## src/hw/rtl/ksm_pkg.sv

```systemverilog
`timescale 1ns / 1ps
// ----------------------------------------------------------------------------
// ksm_pkg
// Types and constants shared by the key sequence matcher modules.
// ----------------------------------------------------------------------------
package ksm_pkg;

  localparam int CODE_W    = 16;
  localparam int ACT_W     = 8;
  localparam int TOK_SLOT_W = 8;   // holds any slot index up to 256 slots
  localparam int TOK_LEN_W  = 5;   // holds any sequence length up to 16 keys

  typedef enum logic [1:0] {
    OP_PRESS = 2'd0,
    OP_CODE  = 2'd1,
    OP_SEQ   = 2'd2
  } op_t;

  typedef enum logic [1:0] {
    ST_IDLE = 2'd0,
    ST_SCAN = 2'd1,
    ST_EMIT = 2'd2
  } state_t;

  // One slot under test travelling down the compare chain.
  typedef struct packed {
    logic                  valid;
    logic                  last;
    logic                  alive;
    logic [TOK_SLOT_W-1:0] slot;
    logic [TOK_LEN_W-1:0]  len;
    logic [ACT_W-1:0]      action;
  } tok_t;

endpackage

```

## src/hw/rtl/ksm_slot_table.sv

```systemverilog
`timescale 1ns / 1ps
// ----------------------------------------------------------------------------
// ksm_slot_table
// Per-slot length and action store; launches one slot token a cycle.
// ----------------------------------------------------------------------------
module ksm_slot_table #(
  parameter int MAX_KEYS  = 8,
  parameter int NUM_SLOTS = 32
) (
  input  logic                                    clk,
  input  logic                                    rst_n,
  input  logic                                    wr_en,
  input  logic [(NUM_SLOTS > 1 ? $clog2(NUM_SLOTS) : 1)-1:0] wr_slot,
  input  logic [$clog2(MAX_KEYS+1)-1:0]           wr_len,
  input  logic [ksm_pkg::ACT_W-1:0]               wr_act,
  input  logic                                    iss_en,
  input  logic                                    iss_last,
  input  logic [(NUM_SLOTS > 1 ? $clog2(NUM_SLOTS) : 1)-1:0] iss_slot,
  output ksm_pkg::tok_t                           tok_out
);
  import ksm_pkg::*;

  localparam int SLOT_W = (NUM_SLOTS > 1) ? $clog2(NUM_SLOTS) : 1;
  localparam int CNT_W  = $clog2(MAX_KEYS + 1);

  logic [CNT_W-1:0]  len_mem [NUM_SLOTS];
  logic [ACT_W-1:0]  act_mem [NUM_SLOTS];
  logic [NUM_SLOTS-1:0] vld_r;

  logic [CNT_W-1:0]  len_rd_r;
  logic [ACT_W-1:0]  act_rd_r;
  logic              vld_rd_r;
  logic              tok_vld_r;
  logic              tok_last_r;
  logic [SLOT_W-1:0] tok_slot_r;

  always_ff @(posedge clk) begin
    if (wr_en) begin
      len_mem[wr_slot] <= wr_len;
      act_mem[wr_slot] <= wr_act;
    end
    len_rd_r   <= len_mem[iss_slot];
    act_rd_r   <= act_mem[iss_slot];
    tok_slot_r <= iss_slot;
  end

  always_ff @(posedge clk) begin
    if (!rst_n) begin
      vld_r      <= '0;
      vld_rd_r   <= 1'b0;
      tok_vld_r  <= 1'b0;
      tok_last_r <= 1'b0;
    end else begin
      if (wr_en) begin
        vld_r[wr_slot] <= 1'b1;
      end
      vld_rd_r   <= vld_r[iss_slot];
      tok_vld_r  <= iss_en;
      tok_last_r <= iss_en & iss_last;
    end
  end

  // Slots never written read as empty.
  always_comb begin
    tok_out.valid  = tok_vld_r;
    tok_out.last   = tok_last_r;
    tok_out.alive  = 1'b1;
    tok_out.slot   = TOK_SLOT_W'(tok_slot_r);
    tok_out.len    = vld_rd_r ? TOK_LEN_W'(len_rd_r) : '0;
    tok_out.action = act_rd_r;
  end

endmodule

```

## src/hw/rtl/ksm_cell.sv

```systemverilog
`timescale 1ns / 1ps
// ----------------------------------------------------------------------------
// ksm_cell
// One key position: buffered press, code column of all slots, one compare.
// ----------------------------------------------------------------------------
module ksm_cell #(
  parameter int MAX_KEYS  = 8,
  parameter int NUM_SLOTS = 32,
  parameter int CELL_IDX  = 0
) (
  input  logic                                    clk,
  input  logic                                    rst_n,
  input  logic                                    wr_en,
  input  logic [(NUM_SLOTS > 1 ? $clog2(NUM_SLOTS) : 1)-1:0] wr_slot,
  input  logic [ksm_pkg::CODE_W-1:0]              wr_code,
  input  logic                                    push_en,
  input  logic [ksm_pkg::CODE_W-1:0]              push_code,
  input  logic [$clog2(MAX_KEYS+1)-1:0]           press_count,
  input  ksm_pkg::tok_t                           tok_in,
  output ksm_pkg::tok_t                           tok_out
);
  import ksm_pkg::*;

  localparam int SLOT_W = (NUM_SLOTS > 1) ? $clog2(NUM_SLOTS) : 1;
  localparam int CNT_W  = $clog2(MAX_KEYS + 1);

  logic [CODE_W-1:0] code_mem [NUM_SLOTS];
  logic [CODE_W-1:0] rd_r;
  logic [CODE_W-1:0] key_r;
  tok_t              tok_r;
  logic              beyond;

  always_ff @(posedge clk) begin
    if (wr_en) begin
      code_mem[wr_slot] <= wr_code;
    end
    rd_r <= code_mem[tok_in.slot[SLOT_W-1:0]];
    if (push_en) begin
      key_r <= push_code;
    end
  end

  always_ff @(posedge clk) begin
    if (!rst_n) begin
      tok_r <= '0;
    end else begin
      tok_r <= tok_in;
    end
  end

  // Positions past the buffered count do not take part in the compare.
  assign beyond = (CNT_W'(CELL_IDX) >= press_count);

  always_comb begin
    tok_out       = tok_r;
    tok_out.alive = tok_r.alive & (beyond | (rd_r == key_r));
  end

endmodule

```

## src/hw/rtl/key_sequence_matcher.sv

```systemverilog
`timescale 1ns / 1ps
// ----------------------------------------------------------------------------
// key_sequence_matcher
// Matches key presses against a table of multi-key shortcut sequences.
// ----------------------------------------------------------------------------
// A load item (code write or length/action write) leaves the input ready. A key
// press holds the input while every slot is scanned when it only extends a
// prefix, and through the emit state as well when it emits a result.
// That result shows on out_tvalid at the same edge the input is ready again.
// Every slot is launched in order, one per cycle, into a row of MAX_KEYS
// compare cells, one cell per key position. The first slot that matches the
// buffer as an exact sequence or as a proper prefix decides the result once the
// last slot has left the row. Input is taken only between items; a finished
// result sits in the output register while the next item is accepted, and a
// press that ends while that register is still stalled waits for it to drain.
module key_sequence_matcher #(
  parameter int MAX_KEYS    = 8,
  parameter int NUM_SLOTS   = 32,
  parameter int NUM_ACTIONS = 256
) (
  input  logic        clk,
  input  logic        rst_n,
  input  logic        in_tvalid,
  output logic        in_tready,
  // [15:0] key_code, [20:16] slot_index, [23:21] position,
  // [27:24] seq_length, [35:28] action_id, [39:36] zero
  input  logic [39:0] in_tdata,
  // [1:0] operation
  input  logic [1:0]  in_tuser,
  output logic        out_tvalid,
  input  logic        out_tready,
  // [7:0] action_out, [23:8] char_out
  output logic [23:0] out_tdata,
  // [0] result_kind
  output logic [0:0]  out_tuser
);
  import ksm_pkg::*;

  localparam int SLOT_W = (NUM_SLOTS > 1) ? $clog2(NUM_SLOTS) : 1;
  localparam int CNT_W  = $clog2(MAX_KEYS + 1);

  // Input unpack
  op_t               op;
  logic [CODE_W-1:0] in_code;
  logic [4:0]        in_slot;
  logic [2:0]        in_pos;
  logic [3:0]        in_len;
  logic [ACT_W-1:0]  in_act;

  assign op      = op_t'(in_tuser);
  assign in_code = in_tdata[15:0];
  assign in_slot = in_tdata[20:16];
  assign in_pos  = in_tdata[23:21];
  assign in_len  = in_tdata[27:24];
  assign in_act  = in_tdata[35:28];

  state_t            state_r, state_nxt;
  logic [CNT_W-1:0]  cnt_r, cnt_nxt;
  logic [SLOT_W-1:0] iss_r;
  logic              iss_on_r;
  logic [CODE_W-1:0] code_r;
  logic              found_r;
  logic              exact_r;
  logic [ACT_W-1:0]  fact_r;
  logic              pkind_r;
  logic [ACT_W-1:0]  pact_r;
  logic [CODE_W-1:0] pchar_r;
  logic              out_vld_r;
  logic [23:0]       out_data_r;
  logic              out_kind_r;

  logic              acc;
  logic              press_acc;
  logic              slot_ok;
  logic [CNT_W-1:0]  push_idx;
  logic              seq_wr;
  logic [SLOT_W-1:0] wr_slot;
  logic [CNT_W-1:0]  sat_len;
  logic [ACT_W-1:0]  sat_act;
  logic              iss_last;
  logic              out_load;
  logic              dec;
  logic              dec_exact;
  logic              fin;
  logic              fin_found;
  logic              fin_exact;
  logic [ACT_W-1:0]  fin_act;

  tok_t tok [MAX_KEYS+1];
  tok_t tail;

  assign acc       = in_tvalid & in_tready;
  assign press_acc = acc & (op == OP_PRESS);
  assign slot_ok   = (int'(in_slot) < NUM_SLOTS);
  assign wr_slot   = SLOT_W'(in_slot);
  assign push_idx  = (int'(cnt_r) >= MAX_KEYS) ? '0 : cnt_r;
  assign seq_wr    = acc & (op == OP_SEQ) & slot_ok;
  assign sat_len   = (int'(in_len) > MAX_KEYS) ? CNT_W'(MAX_KEYS) : CNT_W'(in_len);
  assign sat_act   = (int'(in_act) >= NUM_ACTIONS) ? ACT_W'(NUM_ACTIONS - 1) : in_act;
  assign iss_last  = (int'(iss_r) == NUM_SLOTS - 1);

  ksm_slot_table #(
    .MAX_KEYS  (MAX_KEYS),
    .NUM_SLOTS (NUM_SLOTS)
  ) u_table (
    .clk      (clk),
    .rst_n    (rst_n),
    .wr_en    (seq_wr),
    .wr_slot  (wr_slot),
    .wr_len   (sat_len),
    .wr_act   (sat_act),
    .iss_en   (iss_on_r),
    .iss_last (iss_last),
    .iss_slot (iss_r),
    .tok_out  (tok[0])
  );

  for (genvar k = 0; k < MAX_KEYS; k++) begin : g_cell
    logic code_wr;
    logic push_en;

    assign code_wr = acc & (op == OP_CODE) & slot_ok & (int'(in_pos) == k);
    assign push_en = press_acc & (int'(push_idx) == k);

    ksm_cell #(
      .MAX_KEYS  (MAX_KEYS),
      .NUM_SLOTS (NUM_SLOTS),
      .CELL_IDX  (k)
    ) u_cell (
      .clk         (clk),
      .rst_n       (rst_n),
      .wr_en       (code_wr),
      .wr_slot     (wr_slot),
      .wr_code     (in_code),
      .push_en     (push_en),
      .push_code   (in_code),
      .press_count (cnt_r),
      .tok_in      (tok[k]),
      .tok_out     (tok[k+1])
    );
  end

  assign tail = tok[MAX_KEYS];

  // Slot decision at the end of the row
  always_comb begin
    dec       = tail.valid & tail.alive & (tail.len != '0) &
                (tail.len >= TOK_LEN_W'(cnt_r));
    dec_exact = (tail.len == TOK_LEN_W'(cnt_r));
    fin       = (state_r == ST_SCAN) & tail.valid & tail.last;
    fin_found = found_r | dec;
    fin_exact = found_r ? exact_r : dec_exact;
    fin_act   = found_r ? fact_r : tail.action;
  end

  // Next state
  always_comb begin
    state_nxt = state_r;
    unique case (state_r)
      ST_IDLE: begin
        if (press_acc) begin
          state_nxt = ST_SCAN;
        end
      end
      ST_SCAN: begin
        if (fin) begin
          state_nxt = (fin_found & ~fin_exact) ? ST_IDLE : ST_EMIT;
        end
      end
      ST_EMIT: begin
        if (!out_vld_r || out_tready) begin
          state_nxt = ST_IDLE;
        end
      end
      default: state_nxt = ST_IDLE;
    endcase
  end

  // State outputs
  always_comb begin
    in_tready = 1'b0;
    out_load  = 1'b0;
    unique case (state_r)
      ST_IDLE: in_tready = 1'b1;
      ST_SCAN: ;
      ST_EMIT: out_load = ~out_vld_r | out_tready;
      default: ;
    endcase
  end

  always_comb begin
    cnt_nxt = cnt_r;
    if (press_acc) begin
      cnt_nxt = push_idx + CNT_W'(1);
    end else if (fin && !(fin_found && !fin_exact)) begin
      cnt_nxt = '0;
    end
  end

  always_ff @(posedge clk) begin
    if (!rst_n) begin
      state_r   <= ST_IDLE;
      cnt_r     <= '0;
      iss_on_r  <= 1'b0;
      iss_r     <= '0;
      found_r   <= 1'b0;
      out_vld_r <= 1'b0;
    end else begin
      state_r <= state_nxt;
      cnt_r   <= cnt_nxt;
      if (press_acc) begin
        iss_on_r <= 1'b1;
        iss_r    <= '0;
        found_r  <= 1'b0;
      end else if (iss_on_r) begin
        if (iss_last) begin
          iss_on_r <= 1'b0;
        end else begin
          iss_r <= iss_r + SLOT_W'(1);
        end
      end
      if (state_r == ST_SCAN && dec && !found_r) begin
        found_r <= 1'b1;
      end
      if (out_load) begin
        out_vld_r <= 1'b1;
      end else if (out_tready) begin
        out_vld_r <= 1'b0;
      end
    end
  end

  // Payload registers
  always_ff @(posedge clk) begin
    if (press_acc) begin
      code_r <= in_code;
    end
    if (state_r == ST_SCAN && dec && !found_r) begin
      exact_r <= dec_exact;
      fact_r  <= tail.action;
    end
    if (fin) begin
      pkind_r <= ~fin_found;
      pact_r  <= fin_found ? fin_act : '0;
      pchar_r <= fin_found ? '0 : code_r;
    end
    if (out_load) begin
      out_kind_r <= pkind_r;
      out_data_r <= {pchar_r, pact_r};
    end
  end

  assign out_tvalid = out_vld_r;
  assign out_tdata  = out_data_r;
  assign out_tuser  = out_kind_r;

endmodule

```

## config.mk

```make
export PLATFORM = sky130hd
export DESIGN_NAME = key_sequence_matcher
export DESIGN_NICKNAME = d
export VERILOG_FILES = /design/src/hw/rtl/ksm_pkg.sv /design/src/hw/rtl/ksm_slot_table.sv /design/src/hw/rtl/ksm_cell.sv /design/src/hw/rtl/key_sequence_matcher.sv
export SDC_FILE = /design/constraint.sdc
export NUM_CORES = 2
export LEC_CHECK = 0
export ABC_AREA = 1
export BUFFER_PORTS_ARGS = -buffer_cell sky130_fd_sc_hd__buf_4
export CAP_MARGIN = 20
export CELL_PAD_IN_SITES_DETAIL_PLACEMENT = 1
export CELL_PAD_IN_SITES_GLOBAL_PLACEMENT = 1
export CORE_MARGIN = 2
export CORE_UTILIZATION = 48
export CTS_BUF_LIST = sky130_fd_sc_hd__clkbuf_16
export DETAILED_ROUTE_END_ITERATION = 8
export PLACE_DENSITY_LB_ADDON = 0.1
export SYNTH_ARGS = -nofsm -noshare
export SYNTH_HDL_FRONTEND = slang
export SYNTH_MEMORY_MAX_BITS = 65536
export SYNTH_SLANG_ARGS = --single-unit
export TNS_END_PERCENT = 1
```

## constraint.sdc

```tcl
create_clock -name clk -period 4.62 [get_ports clk]
set_input_delay 0.693 -clock clk [delete_from_list [all_inputs] [get_ports clk]]
set_output_delay 0.693 -clock clk [all_outputs]
set_load 0.1 [all_outputs]
```

==> metrics.txt <==
status=completed; overall die area=405000 sq um; cell-internal power=73500 uW; wire length on met3=41300 microns; vias per std cell=6.15; Flop pwr share=0.537; fraction of layout cells with a size suffix above 1=0.108; cell family contributing the most delay on the critical path=simple AND/OR/NAND/NOR gates; Max Root-Sink Buffers=4; Total Negative Setup Slacks=0 ns; top fanout value on the critical path=20; number of optimization iterations in the first detailed-route pass=6; register-to-register path setup slack=1.0 ns; worst-case clock skew=0.0328 ns; Peak VDD IR=0.396 mV; Yosys warnings=0; worst slew slack as a fraction of its limit=0.140; Fmax achieved=276 MHz; half-perimeter wire length after detailed placement=342000 microns; power share of the combinational group=0.020; cell area after placement=200000 sq um; post-synthesis cell area=192000 sq um; total detailed-routing wirelength=599000 microns; aggregate global-route resource usage=0.290; Core ar.=399000 sq um; top_reg_cell synth=sky130_fd_sc_hd__edfxtp_1; Post-synth EDFFs=4683; CTS tree=done; part of the total power dissipated in the clock network=0.443; buffer count from post-CTS setup fixing=0; sequence of cells on the critical path=nor2_2 -> nand4_1 -> nor2_1 -> nand3_2 -> buf_4 -> nor2_1 -> buf_4; crit path max-delay cell type=sky130_fd_sc_hd__nand4_1; overall overflow remaining after global route=0; routability congestion estimate from global placement=0.817; hold endpoint=g_cell[0].u_cell.code_mem[6][4]; switching part of the total power=0.208; Post-Synthesis Net Count=14060; CTS sink cnt=5032; area of all placed cells without fillers=217000 sq um; startpoint of the lowest-slack register-to-register path=state_r[0]; Final Core Density=0.545; count of pins on the block boundary=73; Worst Hold Class=input pin to flip-flop; Startpoint Class=flip-flop; share of synthesized registers carrying an async set or reset=0; clock buffer count from CTS=546; CTS clk-pin slew, worst paths=0.06 ns; reported max-cap violation count=0; number of vias after detailed routing=122679; final clock period utilization by the worst path=0.784; die boundary width=637 microns; DR top layer=met5; Gate Count Post-Synth=14003; Setup violations, final=0; synthesis-to-layout area growth=13.1%; initial antenna violation count=38; Net count, final=14295; signal arrival time at the worst endpoint=4.33 ns; global-route wire length before repair=867000 microns; nature of the critical path endpoint=flip-flop; Root Buffer Master=sky130_fd_sc_hd__clkbuf_16; sum of routed wire segments on met1=247000 microns; min cycle time layout=3.62 ns; met2 WL post-DR=287000 microns; required time of the critical path=5.33 ns; count of buffers from port buffering=68; number of hold violations in the final report=0; latest clock arrival within the worst-skew pair=1.06 ns; sequential element share of the synthesized area=0.768; Iteration-0 DRC Markers=13070; die height=637 microns; Final Max Slew Viols=0; count of state elements after synthesis=5032; vias in the first global route=125567; Std-Cell Rows=232; destination of the worst register-to-register timing path=g_cell[3].u_cell.code_mem[7][14]; unrepaired setup endpoints after global routing=no; starting utilization of the core area=0.482; # DRC=0; Mapped Avg Cell Area=13.7 sq um; Least-Margin Pin Slew=1.29 ns; unique cell type count in the Yosys netlist=41; instance count along the most critical hold path=1; peak per-stage delay on the critical path=0.59 ns; Pwr Density=428 nW/um^2; Static Leak=0.0718 uW; hold wc startpoint=in_tdata[4]; switching component of the power=19400 uW; antenna-violating nets left=0; Layout fillers=38267; cell count of the worst reg-to-reg path=7; Wirelength per Cell=30.0 microns; largest net degree at the start of global routing=142; CP bufs+invs=2; level count of the clock H-tree=6; kind of critical path=flip-flop to flip-flop
==> flip-flops by register name, indices dropped and copies added, names as in the netlist, 2 cells and up <==
register,flops
u_table.act_mem,256
g_cell.u_cell.tok_out,147
u_table.act_rd_r,8
iss_r,5
state_r,2
u_table.tok_slot_r,5
u_table.len_rd_r,4
pact_r,8
code_r,16
u_table.len_mem,128
fact_r,8
pchar_r,16
out_tdata,24
g_cell.u_cell.tok_r,8
g_cell.u_cell.rd_r,128
g_cell.u_cell.code_mem,4096
g_cell.u_cell.key_r,128
u_table.vld_r,32
cnt_r,4
==> Yosys cell counts, types with 42 or more instances <==
cell type                  number  share of area
sky130_fd_sc_hd__edfxtp_1    4683           0.73
sky130_fd_sc_hd__o221ai_1     813          0.037
sky130_fd_sc_hd__clkinv_1      42        0.00082
sky130_fd_sc_hd__nor2_1      2986          0.058
sky130_fd_sc_hd__o22ai_1      316          0.010
sky130_fd_sc_hd__buf_4         97         0.0038
sky130_fd_sc_hd__buf_2        233         0.0061
sky130_fd_sc_hd__nand2_1      327         0.0064
sky130_fd_sc_hd__a32oi_1      111         0.0051
sky130_fd_sc_hd__xnor2_1       60         0.0027
sky130_fd_sc_hd__inv_1        283         0.0055
sky130_fd_sc_hd__nand3_1      322         0.0084
sky130_fd_sc_hd__dfxtp_1      349          0.036
sky130_fd_sc_hd__a31oi_1      129         0.0042
sky130_fd_sc_hd__o21ai_0     2276          0.059
sky130_fd_sc_hd__clkbuf_1     579          0.011
sky130_fd_sc_hd__o21ai_1      145         0.0038
==> layout make-up <==
cell class	count	area, sq um	area share
well taps	5265	6590	0.0303
repair buffers	669	5810	0.0268
diodes	15	37.5	0.000173
flip-flops and latches	5032	148000	0.680
inverters	348	1370	0.00629
clock buffers	568	14200	0.0654
clock inverters	424	2560	0.0118
multi-input cells	7641	39000	0.180
==> repair_timing <==
action                    4_1_cts  5_1_grt
hold endpoints to repair        2        0
hold buffers                    2        0
resized for setup               0        0
==> worst register-to-register path, cell delays in order, from the launching register on <==
cell and delay, ns:
sky130_fd_sc_hd__dfxtp_1 0.36, sky130_fd_sc_hd__nor2_2 0.21, sky130_fd_sc_hd__nand4_1 0.59, sky130_fd_sc_hd__nor2_1 0.57, sky130_fd_sc_hd__nand3_2 0.59, sky130_fd_sc_hd__buf_4 0.49
sky130_fd_sc_hd__nor2_1 0.16, sky130_fd_sc_hd__buf_4 0.31
==> layer usage <==
layer / vias up / GRT usage
met2: 4332 / 0.471
met5: - / 0
met3: 956 / 0.0397
li1: 53167 / -
met1: 64208 / 0.400
met4: 16 / 0.106
==> how the worst max path moves through the flow <==
| stage | start | slack [ns] | cells past startpoint | end |
|---|---|---|---|---|
| final | state_r[0] | 1.0 | 7 | g_cell[3].u_cell.code_mem[7][14] |
| after global routing | state_r[0] | 0.91 | 7 | g_cell[3].u_cell.code_mem[12][2] |
| after CTS | state_r[0] | 1.05 | 7 | g_cell[3].u_cell.code_mem[12][2] |
| after detailed placement | in_tuser[1] | 0.78 | 8 | g_cell[3].u_cell.code_mem[12][7] |
| after global placement | in_tuser[1] | 0.85 | 8 | g_cell[3].u_cell.code_mem[12][7] |
| after floorplan | state_r[0] | 0.41 | 6 | g_cell[0].u_cell.key_r[0] |
==> stage by stage <==
step / std cells / power (uW) / setup WS, ns / hold slack [ns]
floorplan: 14003 / 51400 / 0.407 / 0.346
global placement: 18952 / 52600 / 0.850 / 0.393
detailed placement: 18952 / 52700 / 0.777 / 0.399
CTS: 19946 / 93500 / 1.05 / 0.0117
global route: 19950 / 95200 / 0.909 / 0.0419
finish: 19962 / 92900 / 0.996 / 0.0714
==> power groups by stage <==
stage          Sequential, uW  Clock, uW  Combinational [uW]
6_report                49900      41100                1890
2_1_floorplan           50800          0                 569
4_1_cts                 49800      41700                1900
5_1_grt                 49800      43400                2010
3_5_place_dp            50800          0                1890
3_3_place_gp            50800          0                1800
==> cell families (layout without fill, tap and decap cells) <==
family	Yosys count	in the layout	share of synthesized area
AO/OA/AOI/OAI	3844	3844	0.121
XOR/XNOR	86	86	0.00392
adder cells (fa/ha/maj)	11	11	0.000716
buffers and inverters	1330	2009	0.0307
flip-flops	5032	5032	0.768
other	0	15	0
AND/OR/NAND/NOR	3700	3700	0.0751
==> layout by cell type (no fill, tap or decap), types with 7 or more instances in the layout <==
cell,netlist,routed
sky130_fd_sc_hd__inv_1,283,418
sky130_fd_sc_hd__xor2_1,26,26
sky130_fd_sc_hd__o21ai_1,145,145
sky130_fd_sc_hd__clkbuf_16,0,568
sky130_fd_sc_hd__clkinv_8,0,7
sky130_fd_sc_hd__o22ai_1,316,316
sky130_fd_sc_hd__xnor2_1,60,60
sky130_fd_sc_hd__clkinvlp_4,0,8
sky130_fd_sc_hd__dfxtp_2,0,8
sky130_fd_sc_hd__or2_2,11,11
sky130_fd_sc_hd__inv_6,0,37
sky130_fd_sc_hd__a21oi_1,30,30
sky130_fd_sc_hd__dfxtp_4,0,18
sky130_fd_sc_hd__o21ai_0,2276,2276
sky130_fd_sc_hd__nor2_1,2986,2876
sky130_fd_sc_hd__buf_8,1,16
sky130_fd_sc_hd__clkinv_1,42,173
sky130_fd_sc_hd__a31oi_1,129,129
sky130_fd_sc_hd__nor4_1,9,9
sky130_fd_sc_hd__nand4_1,27,27
sky130_fd_sc_hd__a32oi_1,111,111
sky130_fd_sc_hd__diode_2,0,15
sky130_fd_sc_hd__inv_2,20,11
sky130_fd_sc_hd__o211ai_1,13,13
sky130_fd_sc_hd__o221ai_1,813,813
sky130_fd_sc_hd__clkinv_2,0,92
sky130_fd_sc_hd__ha_1,11,11
sky130_fd_sc_hd__nor2_2,2,112
sky130_fd_sc_hd__nand2_1,327,327
sky130_fd_sc_hd__buf_12,0,53
sky130_fd_sc_hd__edfxtp_1,4683,4683
sky130_fd_sc_hd__nor3_2,1,7
sky130_fd_sc_hd__bufinv_16,0,22
sky130_fd_sc_hd__nor3_1,14,7
sky130_fd_sc_hd__buf_4,97,597
sky130_fd_sc_hd__nand3_1,322,316
sky130_fd_sc_hd__dfxtp_1,349,323
No activity file was read; power rests on OpenSTA's default activity.
